**config.mk**
```make
export PLATFORM = sky130hd
export DESIGN_NAME = lru_page_frame_replacer_unit
export DESIGN_NICKNAME = d
export VERILOG_FILES = /design/src/hw/rtl/lrupf_pkg.sv /design/src/hw/rtl/lrupf_ctrl.sv /design/src/hw/rtl/lrupf_datapath.sv /design/src/hw/rtl/lru_page_frame_replacer_unit.sv
export SDC_FILE = /design/constraint.sdc
export NUM_CORES = 1
export LEC_CHECK = 0
export ABC_AREA = 1
export BUFFER_PORTS_ARGS = -buffer_cell sky130_fd_sc_hd__buf_2
export CAP_MARGIN = 20
export CORE_ASPECT_RATIO = 2
export CORE_MARGIN = 4
export CORE_UTILIZATION = 50
export CTS_CLUSTER_DIAMETER = 150
export DETAILED_ROUTE_END_ITERATION = 10
export PLACE_DENSITY_LB_ADDON = 0.15
export SYNTH_ARGS = -nofsm -noshare
export SYNTH_HDL_FRONTEND = slang
export SYNTH_SLANG_ARGS = --single-unit
```
**constraint.sdc**
```tcl
create_clock -name i_clk -period 3.95 [get_ports i_clk]
set_clock_uncertainty 0.1 [all_clocks]
set_input_delay 0.79 -clock i_clk [delete_from_list [all_inputs] [get_ports i_clk]]
set_output_delay 0.79 -clock i_clk [all_outputs]
set_load 0.02 [all_outputs]
```
**src/hw/rtl/lrupf_pkg.sv**
```systemverilog
// ============================================================================
// lrupf_pkg: shared types and constants of the LRU page frame replacer
// Holds the controller state type, the controller-to-datapath command
// bundle and the fixed field widths of the ports.
// ============================================================================
package lrupf_pkg;

    // Fixed widths of the port fields.
    localparam int CAP_W      = 5;
    localparam int IN_PAGE_W  = 16;
    localparam int OUT_SLOT_W = 4;
    localparam int OUT_PAGE_W = 16;
    localparam int FAULT_W    = 32;

    // Capacity after reset.
    localparam int CAP_RESET  = 16;

    typedef enum logic [1:0] {
        ST_IDLE,
        ST_MATCH,
        ST_UPDATE
    } t_state;

    // Commands from the controller to the datapath.
    typedef struct packed {
        logic capture;  // latch the page number of the accepted beat
        logic lookup;   // compare all frames and register the decision
        logic commit;   // update frames, ranks, fault count and result
    } t_dp_cmd;

endpackage

```
**src/hw/rtl/lrupf_ctrl.sv**
```systemverilog
// ============================================================================
// lrupf_ctrl: sequencing controller of the LRU page frame replacer
// Steps each accepted beat through the lookup and commit phases and
// drives the busy flag of the command interface.
// ============================================================================
module lrupf_ctrl (
    input  logic              i_clk,
    input  logic              i_rst_n,
    input  logic              start,
    output logic              busy,
    output lrupf_pkg::t_dp_cmd o_cmd
);

    lrupf_pkg::t_state r_state;
    lrupf_pkg::t_state n_state;

    always_ff @(posedge i_clk) begin
        if (!i_rst_n) begin
            r_state <= lrupf_pkg::ST_IDLE;
        end else begin
            r_state <= n_state;
        end
    end

    always_comb begin
        n_state       = r_state;
        busy          = 1'b0;
        o_cmd.capture = 1'b0;
        o_cmd.lookup  = 1'b0;
        o_cmd.commit  = 1'b0;
        case (r_state)
            lrupf_pkg::ST_IDLE: begin
                if (start) begin
                    o_cmd.capture = 1'b1;
                    n_state       = lrupf_pkg::ST_MATCH;
                end
            end
            lrupf_pkg::ST_MATCH: begin
                busy         = 1'b1;
                o_cmd.lookup = 1'b1;
                n_state      = lrupf_pkg::ST_UPDATE;
            end
            lrupf_pkg::ST_UPDATE: begin
                // The next beat may be taken while this one commits.
                o_cmd.commit = 1'b1;
                if (start) begin
                    o_cmd.capture = 1'b1;
                    n_state       = lrupf_pkg::ST_MATCH;
                end else begin
                    n_state = lrupf_pkg::ST_IDLE;
                end
            end
            default: begin
                n_state = lrupf_pkg::ST_IDLE;
            end
        endcase
    end

endmodule

```
**src/hw/rtl/lrupf_datapath.sv**
```systemverilog
// ============================================================================
// lrupf_datapath: frame store, recency ranks and fault counter
// Compares the referenced page against every active frame, picks the hit,
// empty or least recently used frame, and commits the update and result.
// ============================================================================
module lrupf_datapath #(
    parameter int FRAMES    = 16,
    parameter int PAGE_BITS = 16
) (
    input  logic                                i_clk,
    input  logic                                i_rst_n,
    input  lrupf_pkg::t_dp_cmd                  i_cmd,
    input  logic                                i_cfg_we,
    input  logic [lrupf_pkg::CAP_W-1:0]         i_cfg_wdata,
    input  logic [lrupf_pkg::IN_PAGE_W-1:0]     i_page_number,
    output logic                                o_result_valid,
    output logic                                o_is_hit,
    output logic [lrupf_pkg::OUT_SLOT_W-1:0]    o_frame_slot,
    output logic                                o_evicted_valid,
    output logic [lrupf_pkg::OUT_PAGE_W-1:0]    o_evicted_page,
    output logic [lrupf_pkg::FAULT_W-1:0]       o_fault_total
);

    localparam int IDX_W  = (FRAMES > 1) ? $clog2(FRAMES) : 1;
    localparam int RANK_W = IDX_W;
    localparam int ACT_W  = $clog2(FRAMES + 1);
    localparam int OSW    = lrupf_pkg::OUT_SLOT_W;
    localparam int OPW    = lrupf_pkg::OUT_PAGE_W;
    localparam int FW     = lrupf_pkg::FAULT_W;
    localparam int ACT_RESET = (lrupf_pkg::CAP_RESET > FRAMES) ? FRAMES
                                                               : lrupf_pkg::CAP_RESET;

    // Frame state.
    logic [PAGE_BITS-1:0] r_tag  [FRAMES];
    logic [RANK_W-1:0]    r_rank [FRAMES];
    logic [FRAMES-1:0]    r_vld;
    logic [FW-1:0]        r_faults;
    logic [ACT_W-1:0]     r_active;

    // Request and lookup decision.
    logic [PAGE_BITS-1:0] r_req_page;
    logic                 r_hit;
    logic                 r_empty;
    logic [IDX_W-1:0]     r_slot;
    logic [RANK_W-1:0]    r_limit;
    logic [PAGE_BITS-1:0] r_old_page;

    // Result registers.
    logic                 r_res_valid;
    logic                 r_res_hit;
    logic [IDX_W-1:0]     r_res_slot;
    logic                 r_res_evict;
    logic [PAGE_BITS-1:0] r_res_old;
    logic [FW-1:0]        r_res_faults;

    logic [FRAMES-1:0]    act_mask;
    logic [FRAMES-1:0]    match_vec;
    logic [FRAMES-1:0]    empty_vec;
    logic [FRAMES-1:0]    lru_vec;
    logic [IDX_W-1:0]     hit_idx;
    logic [IDX_W-1:0]     empty_idx;
    logic [IDX_W-1:0]     lru_idx;
    logic [RANK_W-1:0]    lru_rank;
    logic                 hit;
    logic                 empty;
    logic [IDX_W-1:0]     slot_sel;
    logic [ACT_W-1:0]     n_active;
    logic [FW-1:0]        n_faults;
    logic                 miss;

    // With every active frame full, the ranks are exactly 0 .. active-1, so
    // the least recently used frame is the one that holds the top rank.
    assign lru_rank = RANK_W'(r_active - ACT_W'(1));

    always_comb begin
        for (int j = 0; j < FRAMES; j++) begin
            act_mask[j]  = (ACT_W'(j) < r_active);
            match_vec[j] = r_vld[j] && act_mask[j] && (r_tag[j] == r_req_page);
            empty_vec[j] = !r_vld[j] && act_mask[j];
            lru_vec[j]   = r_vld[j] && act_mask[j] && (r_rank[j] == lru_rank);
        end
    end

    // Lowest-numbered frame wins in each search.
    always_comb begin
        hit_idx   = '0;
        empty_idx = '0;
        lru_idx   = '0;
        for (int j = FRAMES - 1; j >= 0; j--) begin
            if (match_vec[j]) begin
                hit_idx = IDX_W'(j);
            end
            if (empty_vec[j]) begin
                empty_idx = IDX_W'(j);
            end
            if (lru_vec[j]) begin
                lru_idx = IDX_W'(j);
            end
        end
    end

    assign hit      = |match_vec;
    assign empty    = |empty_vec;
    assign slot_sel = hit ? hit_idx : (empty ? empty_idx : lru_idx);
    assign miss     = !r_hit;

    always_comb begin
        if (i_cfg_wdata == '0) begin
            n_active = ACT_W'(1);
        end else if (int'(i_cfg_wdata) > FRAMES) begin
            n_active = ACT_W'(FRAMES);
        end else begin
            n_active = ACT_W'(i_cfg_wdata);
        end
    end

    assign n_faults = (miss && (r_faults != '1)) ? r_faults + FW'(1) : r_faults;

    // Request capture and lookup decision.
    always_ff @(posedge i_clk) begin
        if (i_cmd.capture) begin
            r_req_page <= PAGE_BITS'(i_page_number);
        end
        if (i_cmd.lookup) begin
            r_hit      <= hit;
            r_empty    <= empty;
            r_slot     <= slot_sel;
            r_limit    <= r_rank[hit_idx];
            r_old_page <= (!hit && !empty) ? r_tag[lru_idx] : '0;
        end
    end

    // Page tags are only read while valid, so they need no reset.
    always_ff @(posedge i_clk) begin
        if (i_cmd.commit && miss && !i_cfg_we) begin
            r_tag[r_slot] <= r_req_page;
        end
    end

    always_ff @(posedge i_clk) begin
        if (!i_rst_n) begin
            r_vld    <= '0;
            r_faults <= '0;
            r_active <= ACT_W'(ACT_RESET);
            for (int j = 0; j < FRAMES; j++) begin
                r_rank[j] <= '0;
            end
        end else if (i_cfg_we) begin
            r_vld    <= '0;
            r_faults <= '0;
            r_active <= n_active;
            for (int j = 0; j < FRAMES; j++) begin
                r_rank[j] <= '0;
            end
        end else if (i_cmd.commit) begin
            r_faults <= n_faults;
            if (miss) begin
                r_vld[r_slot] <= 1'b1;
            end
            for (int j = 0; j < FRAMES; j++) begin
                if (IDX_W'(j) == r_slot) begin
                    r_rank[j] <= '0;
                end else if (r_vld[j] && act_mask[j] && (miss || (r_rank[j] < r_limit))) begin
                    r_rank[j] <= r_rank[j] + RANK_W'(1);
                end
            end
        end
    end

    // Result strobe and payload.
    always_ff @(posedge i_clk) begin
        if (!i_rst_n) begin
            r_res_valid <= 1'b0;
        end else begin
            r_res_valid <= i_cmd.commit;
        end
    end

    always_ff @(posedge i_clk) begin
        if (i_cmd.commit) begin
            r_res_hit    <= r_hit;
            r_res_slot   <= r_slot;
            r_res_evict  <= miss && !r_empty;
            r_res_old    <= r_old_page;
            r_res_faults <= n_faults;
        end
    end

    assign o_result_valid  = r_res_valid;
    assign o_is_hit        = r_res_hit;
    assign o_frame_slot    = OSW'(r_res_slot);
    assign o_evicted_valid = r_res_evict;
    assign o_evicted_page  = OPW'(r_res_old);
    assign o_fault_total   = r_res_faults;

    // A hit never replaces a page.
    a_hit_no_evict: assert property (@(posedge i_clk) disable iff (!i_rst_n)
        (o_result_valid && o_is_hit) |-> (!o_evicted_valid && (o_evicted_page == '0)))
        else $error("hit result reports an eviction");

    // A fault result always carries a nonzero fault count.
    a_fault_counted: assert property (@(posedge i_clk) disable iff (!i_rst_n)
        (o_result_valid && !o_is_hit) |-> (o_fault_total != '0))
        else $error("fault result with zero fault count");

    // The fault count only moves up, except on a capacity write.
    a_faults_monotonic: assert property (@(posedge i_clk) disable iff (!i_rst_n)
        ($past(i_rst_n) && !$past(i_cfg_we)) |-> (r_faults >= $past(r_faults)))
        else $error("fault count decreased without a capacity write");

    // Results are single-cycle strobes, and a lookup phase always lies between two of them.
    a_strobe_spacing: assert property (@(posedge i_clk) disable iff (!i_rst_n)
        o_result_valid |=> !o_result_valid)
        else $error("result strobe held for two cycles");

endmodule

```
**src/hw/rtl/lru_page_frame_replacer_unit.sv**
```systemverilog
// ============================================================================
// lru_page_frame_replacer_unit: LRU page frame replacer
// Fully associative page frame set with least recently used replacement,
// per-frame recency ranks and a saturating fault counter.
// ============================================================================
// Usage. A page reference is accepted on a rising edge where start is high
// and busy is low; i_page_number is sampled at that edge. The beat passes
// through the lookup phase, where every active frame is compared with
// the page in parallel and the hit, empty or least recently used frame is
// chosen, and then the commit phase, where frames, ranks and the
// fault count are updated. The result beat appears on the o_ ports for
// exactly one cycle, marked by o_result_valid, on the cycle after commit.
// busy is high only in the lookup phase, and a new reference may be
// accepted during commit, so the lookup-then-commit sequence of the frame
// store sets the sustained rate. The receiver cannot stall:
// each result must be taken in its single strobe cycle.
// The capacity register is written through i_cfg_we and i_cfg_wdata; the
// user must write it only while the block is idle, which the block itself
// does not enforce. A write of 0 acts as 1, a value above FRAMES acts as
// FRAMES, and every write empties all frames and clears the fault count.
// Reset empties all frames, clears the fault count and sets capacity to 16, or to FRAMES if smaller.
// ============================================================================
module lru_page_frame_replacer_unit #(
    parameter int FRAMES    = 16,
    parameter int PAGE_BITS = 16
) (
    input  logic                                i_clk,
    input  logic                                i_rst_n,
    input  logic                                start,
    output logic                                busy,
    input  logic [lrupf_pkg::IN_PAGE_W-1:0]     i_page_number,
    input  logic                                i_cfg_we,
    input  logic [lrupf_pkg::CAP_W-1:0]         i_cfg_wdata,
    output logic                                o_result_valid,
    output logic                                o_is_hit,
    output logic [lrupf_pkg::OUT_SLOT_W-1:0]    o_frame_slot,
    output logic                                o_evicted_valid,
    output logic [lrupf_pkg::OUT_PAGE_W-1:0]    o_evicted_page,
    output logic [lrupf_pkg::FAULT_W-1:0]       o_fault_total
);

    lrupf_pkg::t_dp_cmd cmd;

    // The controller sequences each beat through lookup and commit.
    lrupf_ctrl u_ctrl (
        .i_clk   (i_clk),
        .i_rst_n (i_rst_n),
        .start   (start),
        .busy    (busy),
        .o_cmd   (cmd)
    );

    // The datapath holds the frames, ranks, fault count and result registers.
    lrupf_datapath #(
        .FRAMES    (FRAMES),
        .PAGE_BITS (PAGE_BITS)
    ) u_datapath (
        .i_clk           (i_clk),
        .i_rst_n         (i_rst_n),
        .i_cmd           (cmd),
        .i_cfg_we        (i_cfg_we),
        .i_cfg_wdata     (i_cfg_wdata),
        .i_page_number   (i_page_number),
        .o_result_valid  (o_result_valid),
        .o_is_hit        (o_is_hit),
        .o_frame_slot    (o_frame_slot),
        .o_evicted_valid (o_evicted_valid),
        .o_evicted_page  (o_evicted_page),
        .o_fault_total   (o_fault_total)
    );

endmodule

```
Word-level counts from Yosys, hierarchy flattened:

Memory sizes are Yosys's and may differ from the RTL's. A register that Yosys moved wholly into a read port is not among the register bits.
Index checks and enable logic that the tools add are counted.

* equality and inequality tests: 51
* $add $sub $neg: 18
* bitwise logic cells: 51
* $lt $le $gt $ge: 35
* multiplexer cells: 292
* reductions and logical operators: 132

Operators with widths (number)
* 4-bit 2-to-1 mux: 98
* 16-bit equality test: 16
* 1-bit 2-to-1 mux: 188
* 1-bit logical AND: 86
* 4-bit by 1-bit adder with 4-bit output (second input constant): 16
* 4-bit equality test: 16
* 4-bit < comparator: 16
* 1-bit bitwise OR: 48
* 4-bit by 5-bit < comparator with 1-bit output (first input constant): 8
* 32-bit by 1-bit adder with 32-bit output (second input constant): 1
* 4-bit equality test (first input constant): 8
* 32-bit 2-to-1 mux: 1
* 32-bit != test (second input constant): 1
* 16-bit OR reduction: 2
* 1-bit zero test: 22
* 3-bit by 5-bit < comparator with 1-bit output (first input constant): 4
* 3-bit by 4-bit equality test with 1-bit output (first input constant): 4
* 1-bit logical OR: 16
* 16-bit bitwise OR: 1
* 1-bit by 5-bit < comparator with 1-bit output (first input constant): 2
* 2-bit by 5-bit < comparator with 1-bit output (first input constant): 2
* 5-bit 2-to-1 mux: 2
* 2-bit by 4-bit equality test with 1-bit output (first input constant): 2
* 2-bit one-hot mux with 3 select lines: 1
* other kinds (16): 18

* memories: 2
* bits in registers: 132
* input port bits: 25
* RAM bits: 320

Memories
* u_datapath.r_tag: depth 16, bits a word 16, read ports 17, clocked after Yosys merged registers in 1, wr ports 1, line lrupf_datapath.sv:34 `logic [PAGE_BITS-1:0] r_tag [FRAMES];`
* u_datapath.r_rank: depth 16, bits a word 4, read ports 17, clocked after Yosys merged registers in 1, wr ports 16, line lrupf_datapath.sv:35 `logic [RANK_W-1:0] r_rank [FRAMES];`

Logic depth before layout (Yosys ltp):

Gate-level depths: netlist (run 1).

* word-level depth: 21
* gate-level depth with buffers: 33
* gate-level depth less buffers: 29

Modules after synthesis:

A second synthesis (run 1) with hierarchy kept.

* cell total of the unflattened synthesis: 3420
* area total of the unflattened synthesis: 28681.3 µm²

Modules (own cells, without submodules)
* lrupf_datapath: seq. area each 13573.0 µm², cells each 3407, times used 1, area each 28596.2 µm²
* lrupf_ctrl: seq. area each 40.0 µm², cells each 13, times used 1, area each 85.1 µm²

Worst setup path after synthesis (run 1):

No wires, ideal clock.

* path type: register to register
* start point: register u_datapath.r_active[0]
* end point: register u_datapath.r_old_page[0], read port of u_datapath.r_tag, data pin
* arrival time: 2.906 ns
* stages on the path, launching flop included: 33
* path buffers: 4
* required time: 3.591 ns
* setup slack: 0.686 ns
* library setup time: 0.259 ns
* period minus slack after synthesis: 3.264 ns
* path through: dfxtp_1 > inv_2 > buf_2 > ha_1 > buf_2 > inv_2 > nand2_1 > nand2_1 > nand3_1 > nor2_1 > nand2_1 > nor2_1 > nand2_1 > nand2_1 > nand2_1 > nand2_1 > nand2_1 > nand2_1 > nand2_1 > nand2_1 > nand2_1 > nand2_1 > nand2_1 > nand2_1 > nand2_1 > nand2_2 > buf_2 > buf_2 > nand3b_1 > nand3_1 > nand3_1 > nand3_1 > a21oi_1

* word-level cells in the longest chain between the ends: 19
* elaborated cells between the ends (all ways): 119
* those cells by class: 1 x add/sub; 16 x order compare; 16 x eq/ne; 16 x mux; 70 x reduce/logical

Ends and longest elaborated chain
* from (decl): line lrupf_datapath.sv:38 `logic [ACT_W-1:0] r_active;`
* from (signal assigned): line lrupf_datapath.sv:144 `r_active <= ACT_W'(ACT_RESET);`
* from (signal assigned): line lrupf_datapath.sv:151 `r_active <= n_active;`
* 4-bit by 1-bit subtractor with 4-bit output / 4-bit by 5-bit < comparator with 1-bit output (equally long branches): line lrupf_datapath.sv:73, lrupf_datapath.sv:77
* 4-bit equality test / 1-bit logical AND (equally long branches): line lrupf_datapath.sv:80, lrupf_datapath.sv:78
* 1-bit logical AND: line lrupf_datapath.sv:80 `lru_vec[j] = r_vld[j] && act_mask[j] && (r_rank[j] == lru_rank);`
* 4-bit 2-to-1 mux (16 in a row): line lrupf_datapath.sv:96 `if (lru_vec[j]) begin`
* to (decl): line lrupf_datapath.sv:46 `logic [PAGE_BITS-1:0] r_old_page;`

Several ways; a longest one is shown, not always the timed one.
A chain may end at the register's enable or synchronous reset.

Final worst setup path (run 1):

* start point: register u_datapath.r_req_page[1]
* end point: register u_datapath.r_limit[0], read port of u_datapath.r_rank, data pin

* word-level cells in the longest chain between the ends: 18
* elaborated cells between the ends (all ways): 48
* those cells by class: 16 x eq/ne; 16 x mux; 16 x reduce/logical

Ends and longest elaborated chain
* from (decl): line lrupf_datapath.sv:41 `logic [PAGE_BITS-1:0] r_req_page;`
* from (signal assigned): line lrupf_datapath.sv:122 `r_req_page <= PAGE_BITS'(i_page_number);`
* 16-bit equality test: line lrupf_datapath.sv:78 `match_vec[j] = r_vld[j] && act_mask[j] && (r_tag[j] == r_req_page);`
* 1-bit logical AND: line lrupf_datapath.sv:78
* 4-bit 2-to-1 mux (15 in a row): line lrupf_datapath.sv:90 `if (match_vec[j]) begin`
* 4-bit 2-to-1 mux *: line lrupf_datapath.sv:90
* to (decl): line lrupf_datapath.sv:45 `logic [RANK_W-1:0] r_limit;`

Mark *: on every way between the ends. The rest lies on a longest branch, timed or not.

==> flow_summary_export.csv, run 1 <==
group,metric,value,unit
status,status,"complete, no violations",
setup_path,critical_path_class,"reg2reg",
synth,synth_cell_types,55,
clock_network,clock_latency,600,ps
finish,insertedDiodeCount,0,
setup_path,worst_path_max_delay_cell,"edfxtp_1",
setup_path,endpoint_kind,"flop",
timing,maxSlewHeadroom,0.316,
setup_path,crit_fanout,12,
synth,syn_area_per_cell,8.48,um2
synth,synth_edf_count,416,
clock_network,cts_tree,"yes",
power_and_ir_drop,design_power_total,11.4,mW
timing,min_period,3800,ps
synth,syn_inst,3362,
route,dr.pass1.iters,6,
synth,synth_seq_area_share,0.478,
synth,netlist_area,28500,um2
clock_network,holdBufCountCts,0,
timing,hold_viol_final,0,
route,post_drt_wl_per_cell,27.6,um
synth,synth_flop_cell,"edfxtp_1",
route,drt_iter0_drc,2854,
job,maxCapViolCount,0,
synth,synth_seq_cells,472,
global_route,gr-total-overflow,0,
clock_network,cts_buffers,45,
setup_path,worstPathCellList,"buf_4 -> buf_4 -> buf_12 -> buf_4 -> xor2_1 -> nor3_1 -> nand2_1 -> nor2_1 -> nand4_1 -> nand2_1 -> nand2_1 -> nand2_1 -> nand2_1 -> nand2_1 -> nand2_1 -> nand2_1 -> nand2_1 -> nand2_2 -> buf_4 -> nand3b_1 -> nand3_1 -> nand3_1 -> nand3_1 -> nand2_1",
place,dpl-instance-area,31400,um2
die,die-area,61100,um2
die,std_cell_rows,123,
power_and_ir_drop,internal_power,8.53,mW
hold_path,hp-class,"in2reg",
route,final_antenna_net_count,0,
finish,fin_area,33400,um2
timing,timing.fmax,263,MHz
synth,netlist.top_cell.by_area,"edfxtp_1",
clock_network,htreeDepth,2,
timing,setup_viol,0,
synth,netlist_top_cells_area,"edfxtp_1 (44%), nand2_1 (8.4%), nand3_1 (8.1%)",
die,die-width,177,um
clock_network,cts.sinks,472,
global_route,grt_pass1_vias,26200,
setup_path,worstPathArrival,4050,ps
synth,synth_top_area_frac,0.438,
die,die_y,346,um
power_and_ir_drop,clkPwrFrac,0.414,
setup_path,cp-start-kind,"flop",
synth,yosysWarnings,0,
timing,fin_hold_ws,268,ps
setup_path,slowest_delay,370,ps
die,initial_utilization,0.506,
finish,drive_gt1_frac,0.136,
place,globalplace.congestion,1.05,
setup_path,worstPathRequired,4200,ps
synth,ys_async_sr_fraction,0,
global_route,grt_max_degree,81,
die,core-area,56300,um2
route,wl,122000,um
power_and_ir_drop,peakVddDrop,420,uV
synth,yosysMostFrequentCell,"nand2_1",
global_route,antenna_found_initial,1,
clock_network,cts_buffer_depth,3,
timing,slew_viol_final,0,
synth,synth_fp_nets,3453,
timing,worst_pin_slew,1010,ps
clock_network,cts-root-buf,"clkbuf_16",
place,hpwl,92900,um
place,io_buffer_count,80,
die,pin_count,81,
finish,syn2layout_area_growth,17.1,%
synth,synth_commonest_cells,"nand2_1 (639), nand3_1 (461), inv_1 (455)",
power_and_ir_drop,switchingPower,2.86,mW
power_and_ir_drop,seqPwrFrac,0.490,
power_and_ir_drop,combPwrFrac,0.096,
finish,fillCellCount,5129,
power_and_ir_drop,p_leak,14.3,nW
global_route,grt_pass1_wl,172000,um
timing,finalCritPeriodShare,0.962,
timing,rsz0062_at_grt,"no",
power_and_ir_drop,switching_share,0.251,
global_route,groute.usage.overall,0.386,
route,vias,26300,
setup_path,path_common_cell,"nand2_1",
clock_network,cts.reportedPaths.clkPinSlew,70,ps
route,route.detailed.drc,0,
power_and_ir_drop,cellPowerDensity,342,nW/um2
route,viasPerCell,5.97,
finish,num-nets-final,3719,
## power groups by stage
stage | logic (mW) | clock network, mW | registers [mW]
floorplan | 0.545 | 0 | 5.69
global placement | 1.04 | 0 | 5.69
detailed placement | 1.06 | 0 | 5.69
CTS | 1.07 | 4.75 | 5.58
global route | 1.16 | 4.93 | 5.59
finish | 1.09 | 4.72 | 5.59
## metrics by stage
| stage | instances | util | worst slack [ps] | TNS [ps] |
|---|---|---|---|---|
| 6_report | 4411 | 0.593 | 150 | 0 |
| 3_3_place_gp | 4317 | 0.558 | -224 | -2450 |
| 5_1_grt | 4411 | 0.593 | 2.24 | 0 |
| 2_1_floorplan | 3362 | - | 686 | 0 |
| 4_1_cts | 4397 | 0.586 | 4.87 | 0 |
| 3_5_place_dp | 4317 | 0.558 | -215 | -2490 |
## routing by layer
metal	up-vias	GRT usage	share of wire
met5	-	0	0.00011
met4	2	0.378	0.13
met3	579	0.0483	0.060
met2	1460	0.673	0.49
met1	12500	0.383	0.32
li1	11800	-	-
## worst paths after layout
| kind | start | to | slack, ps | depth (start not counted) |
|---|---|---|---|---|
| setup / recovery | u_datapath.r_req_page[1]$_DFFE_PP_ | u_datapath.r_limit[0]$_DFFE_PP_ | 150 | 24 |
| hold / removal | i_page_number[6] | u_datapath.r_req_page[6]$_DFFE_PP_ | 270 | 1 |
| setup reg to reg | u_datapath.r_req_page[1]$_DFFE_PP_ | u_datapath.r_limit[0]$_DFFE_PP_ | 150 | 24 |
| hold reg to reg | u_datapath.r_old_page[3]$_SDFFCE_PN0P_ | u_datapath.o_evicted_page[3]$_DFFE_PP_ | 370 | 0 |
## cell families (layout without fill, tap and decap cells)
group | count (synthesis) | in the layout | share of synthesized area
AND/OR/NAND/NOR | 1722 | 1722 | 0.276
buffers and inverters | 603 | 902 | 0.0893
flip-flops | 472 | 472 | 0.478
AO/OA/AOI/OAI | 250 | 250 | 0.0518
XOR/XNOR | 249 | 249 | 0.0765
adder cells (fa/ha/maj) | 66 | 66 | 0.0290
## worst max-delay path: cells and delay by family, from the launching register on
kind / cells / cell delay [ps]
buf+inv: 5 / 880
simple gates: 18 / 2020
xor+xnor: 1 / 200
flops: 1 / 370
## final cells by class
type                       instances  area, um2  share of cell area
clock buffer                      60       1320              0.0394
sequential                       472      13600               0.408
inverter                         468       1760              0.0528
timing repair buffer             354       2980              0.0893
multi-input combinational       2287      12500               0.375
tap                              750        938              0.0281
clock inverter                    20        241             0.00723
## sequential cells by signal, indices dropped and copies added (netlist names), 5 cells and up
| name | cells |
|---|---|
| u_datapath.r_old_page | 16 |
| u_datapath.r_tag | 256 |
| u_datapath.o_fault_total | 32 |
| u_datapath.o_evicted_page | 16 |
| u_datapath.r_active | 5 |
| u_datapath.r_rank | 64 |
| u_datapath.r_vld | 16 |
| u_datapath.r_req_page | 16 |
| u_datapath.r_faults | 32 |
## timing repair
action	CTS	global route
resized for setup	3	42
endpoints found under the hold margin	0	0
pin swaps	0	10
buffers inserted	0	9
setup endpoints to repair	16	20
cloned	0	5
## cell usage in the layout, fill, tap and decap left out, types with 79 or more instances in the layout
cell / count
buf_2: 80
nand2_1: 634
nand4_1: 79
edfxtp_1: 416
a21oi_1: 104
buf_4: 231
xor2_1: 180
nand3_1: 440
inv_1: 453
nor2_1: 324
Power figures use the tool's default switching activity.
==> inputs of run 2 (changes only) <==
- SETUP_SLACK_MARGIN: unset -> 0.3
==> run 2 against run 1 <==
Compared with the run above:
- power is 0.53% higher
- sequential share of layout area fell by 1.8 points
- routed wire length rose by 3.2%
- global-route usage up 0.45 points
- sequential power barely moved
- utilization increased by 2.8 points
- first-iteration DRC count shrank 1.8%
- maximum frequency grew 2.6%
- combinational power rose by 6%
- critical path type unchanged
- largest cell class unchanged
==> flow_summary_export.csv, run 2 (synthesis results as in run 1) <==
group,metric,value,unit
route,wl,126000,um
hold_path,worstHoldEndpoint,"u_datapath.r_req_page[6]$_DFFE_PP_",
clock_network,clock_latency,590,ps
setup_path,endpoint_kind,"flop",
route,dr.pass1.iters,9,
hold_path,holdCritStartpoint,"i_page_number[6]",
place,io_buffer_count,80,
finish,top_regs,"u_datapath.r_tag: 256 flops, u_datapath.r_rank: 64 flops",
timing,fin_tns_setup,0,ps
finish,ff_latch_area,13600,um2
setup_path,r2r_end,"u_datapath.r_limit[3]$_DFFE_PP_",
finish,largest_reg_flops,256,
die,std_cell_rows,123,
setup_path,worst_path_max_delay_cell,"edfxtp_1",
die,pin_count,81,
status,status,"complete, no violations",
timing,finalCritPeriodShare,0.937,
global_route,grt_pass1_wl,174000,um
finish,syn2layout_area_growth,22.6,%
timing,min_period,3700,ps
timing,worst_pin_slew,991,ps
global_route,antenna_found_initial,3,
clock_network,cts.reportedPaths.clkPinSlew,70,ps
route,viasPerCell,6.01,
setup_path,rr_startpoint,"u_datapath.r_req_page[5]$_DFFE_PP_",
place,hpwl,92900,um
power_and_ir_drop,cellPowerDensity,328,nW/um2
clock_network,cts_tree,"yes",
setup_path,worstPathCellList,"buf_12 -> clkbuf_16 -> nor2_1 -> nor4_1 -> buf_4 -> nand2_2 -> nor4_4 -> nand2_2 -> buf_4 -> nand2_2 -> a31oi_1 -> o21ai_1 -> nand2_1 -> a21oi_1 -> buf_4 -> nand2_1 -> nand3_1 -> nand3_2 -> nand2_2",
route,vias,26800,
place,globalplace.congestion,1.05,
die,die_y,346,um
die,die-area,61100,um2
global_route,gr-total-overflow,0,
clock_network,cts.sinks,472,
global_route,grt_pass1_vias,26300,
setup_path,worstPathArrival,4060,ps
route,final_antenna_net_count,0,
route,drt_iter0_drc,2802,
die,die-width,177,um
setup_path,rrSetupSlack,250,ps
timing,timing.fmax,270,MHz
finish,layout_commonest_cell,"nand2_1",
clock_network,cts_buffers,45,
setup_path,cp-start-kind,"flop",
power_and_ir_drop,peakVddDrop,425,uV
setup_path,path_common_cell,"nand2_2",
finish,fillCellCount,4984,
finish,final_util,0.620,
timing,rsz0062_at_grt,"yes",
clock_network,htreeDepth,2,
global_route,groute.usage.overall,0.391,
finish,num-nets-final,3770,
global_route,grt_max_degree,81,
setup_path,crit_fanout,8,
power_and_ir_drop,design_power_total,11.5,mW
power_and_ir_drop,p_leak,14.9,nW
route,route.detailed.drc,0,
job,maxCapViolCount,0,
clock_network,cts_buffer_depth,3,
finish,multi_input_area,13200,um2
route,post_drt_wl_per_cell,28.2,um
finish,drive_gt1_frac,0.186,
hold_path,hold_depth,1,
die,core-area,56300,um2
die,initial_utilization,0.506,
timing,hold_viol_final,0,
setup_path,r2r_cells,19,
finish,regMostFlops,"u_datapath.r_tag",
hold_path,hp-class,"in2reg",
setup_path,worstPathRequired,4310,ps
finish,final_cell_mix,"nand2_1 (603), inv_1 (448), edfxtp_1 (416)",
timing,slew_viol_final,0,
clock_network,cts-root-buf,"clkbuf_16",
clock_network,holdBufCountCts,0,
timing,maxSlewHeadroom,0.331,
timing,setup_viol,0,
setup_path,critical_path_class,"reg2reg",
setup_path,slowest_delay,560,ps
run 2: per-stage QoR:
| stage | hold WS, ps | setup slack [ps] | area (um2) | instances |
|---|---|---|---|---|
| CTS | 252 | 302 | 33400 | 4413 |
| global placement | 352 | -224 | 31400 | 4317 |
| detailed placement | 319 | -215 | 31400 | 4317 |
| finish | 271 | 248 | 34900 | 4464 |
| global route | 265 | 199 | 34900 | 4462 |
| floorplan | 300 | 686 | 28500 | 3362 |
run 2: repair_timing:
item / CTS / global route
endpoints found under the setup margin: 20 / 25
gates resized for setup: 33 / 217
cloned: 6 / 14
pin swaps: 9 / 72
setup buffers: 10 / 35
endpoints found under the hold margin: 0 / 0
run 2: power by group:
group / switching, mW / total (mW) / internal, mW
Clock: 2.04 / 4.71 / 2.67
Sequential: 0.0930 / 5.59 / 5.49
Combinational: 0.751 / 1.16 / 0.408
run 2: final cells by class:
| class | count | share of cell area |
|---|---|---|
| clock inverters | 20 | 0.00691 |
| well taps | 750 | 0.0269 |
| flip-flops and latches | 472 | 0.390 |
| diodes | 2 | 0.000143 |
| repair buffers | 404 | 0.109 |
| clock buffers | 60 | 0.0377 |
| inverters | 468 | 0.0506 |
| multi-input cells | 2288 | 0.379 |
run 2: worst max-delay path, delay by kind of cell (launching register included):
kind                   cells  cell delay (ps)
buffers and inverters      5              900
AOI/OAI and AO/OA          3              590
DFF                        1              560
and+or+nand+nor           11             1390
run 2: worst max path at each step:
stage / startpoint / to / slack [ps] / cells after the start
3_5_place_dp: u_datapath.r_active[1]$_SDFFE_PN0P_ / u_datapath.r_old_page[8]$_SDFFCE_PN0P_ / -210 / 28
2_1_floorplan: u_datapath.r_active[0]$_SDFFE_PN0P_ / u_datapath.r_old_page[0]$_SDFFCE_PN0P_ / 690 / 32
3_3_place_gp: u_datapath.r_active[1]$_SDFFE_PN0P_ / u_datapath.r_old_page[13]$_SDFFCE_PN0P_ / -220 / 27
5_1_grt: u_datapath.r_active[0]$_SDFFE_PN0P_ / u_datapath.r_old_page[2]$_SDFFCE_PN0P_ / 200 / 30
6_report: u_datapath.r_req_page[5]$_DFFE_PP_ / u_datapath.r_limit[3]$_DFFE_PP_ / 250 / 19
4_1_cts: u_datapath.r_active[4]$_SDFFE_PN1P_ / u_datapath.r_old_page[10]$_SDFFCE_PN0P_ / 300 / 29
run 2: per-layer routing:
layer / global-route usage / vias to the layer above / routed length (um)
met5: 0 / - / 13
met4: 0.379 / 2 / 16600
met3: 0.0523 / 631 / 8100
met2: 0.685 / 1511 / 62100
met1: 0.384 / 12800 / 38900
li1: - / 11900 / -
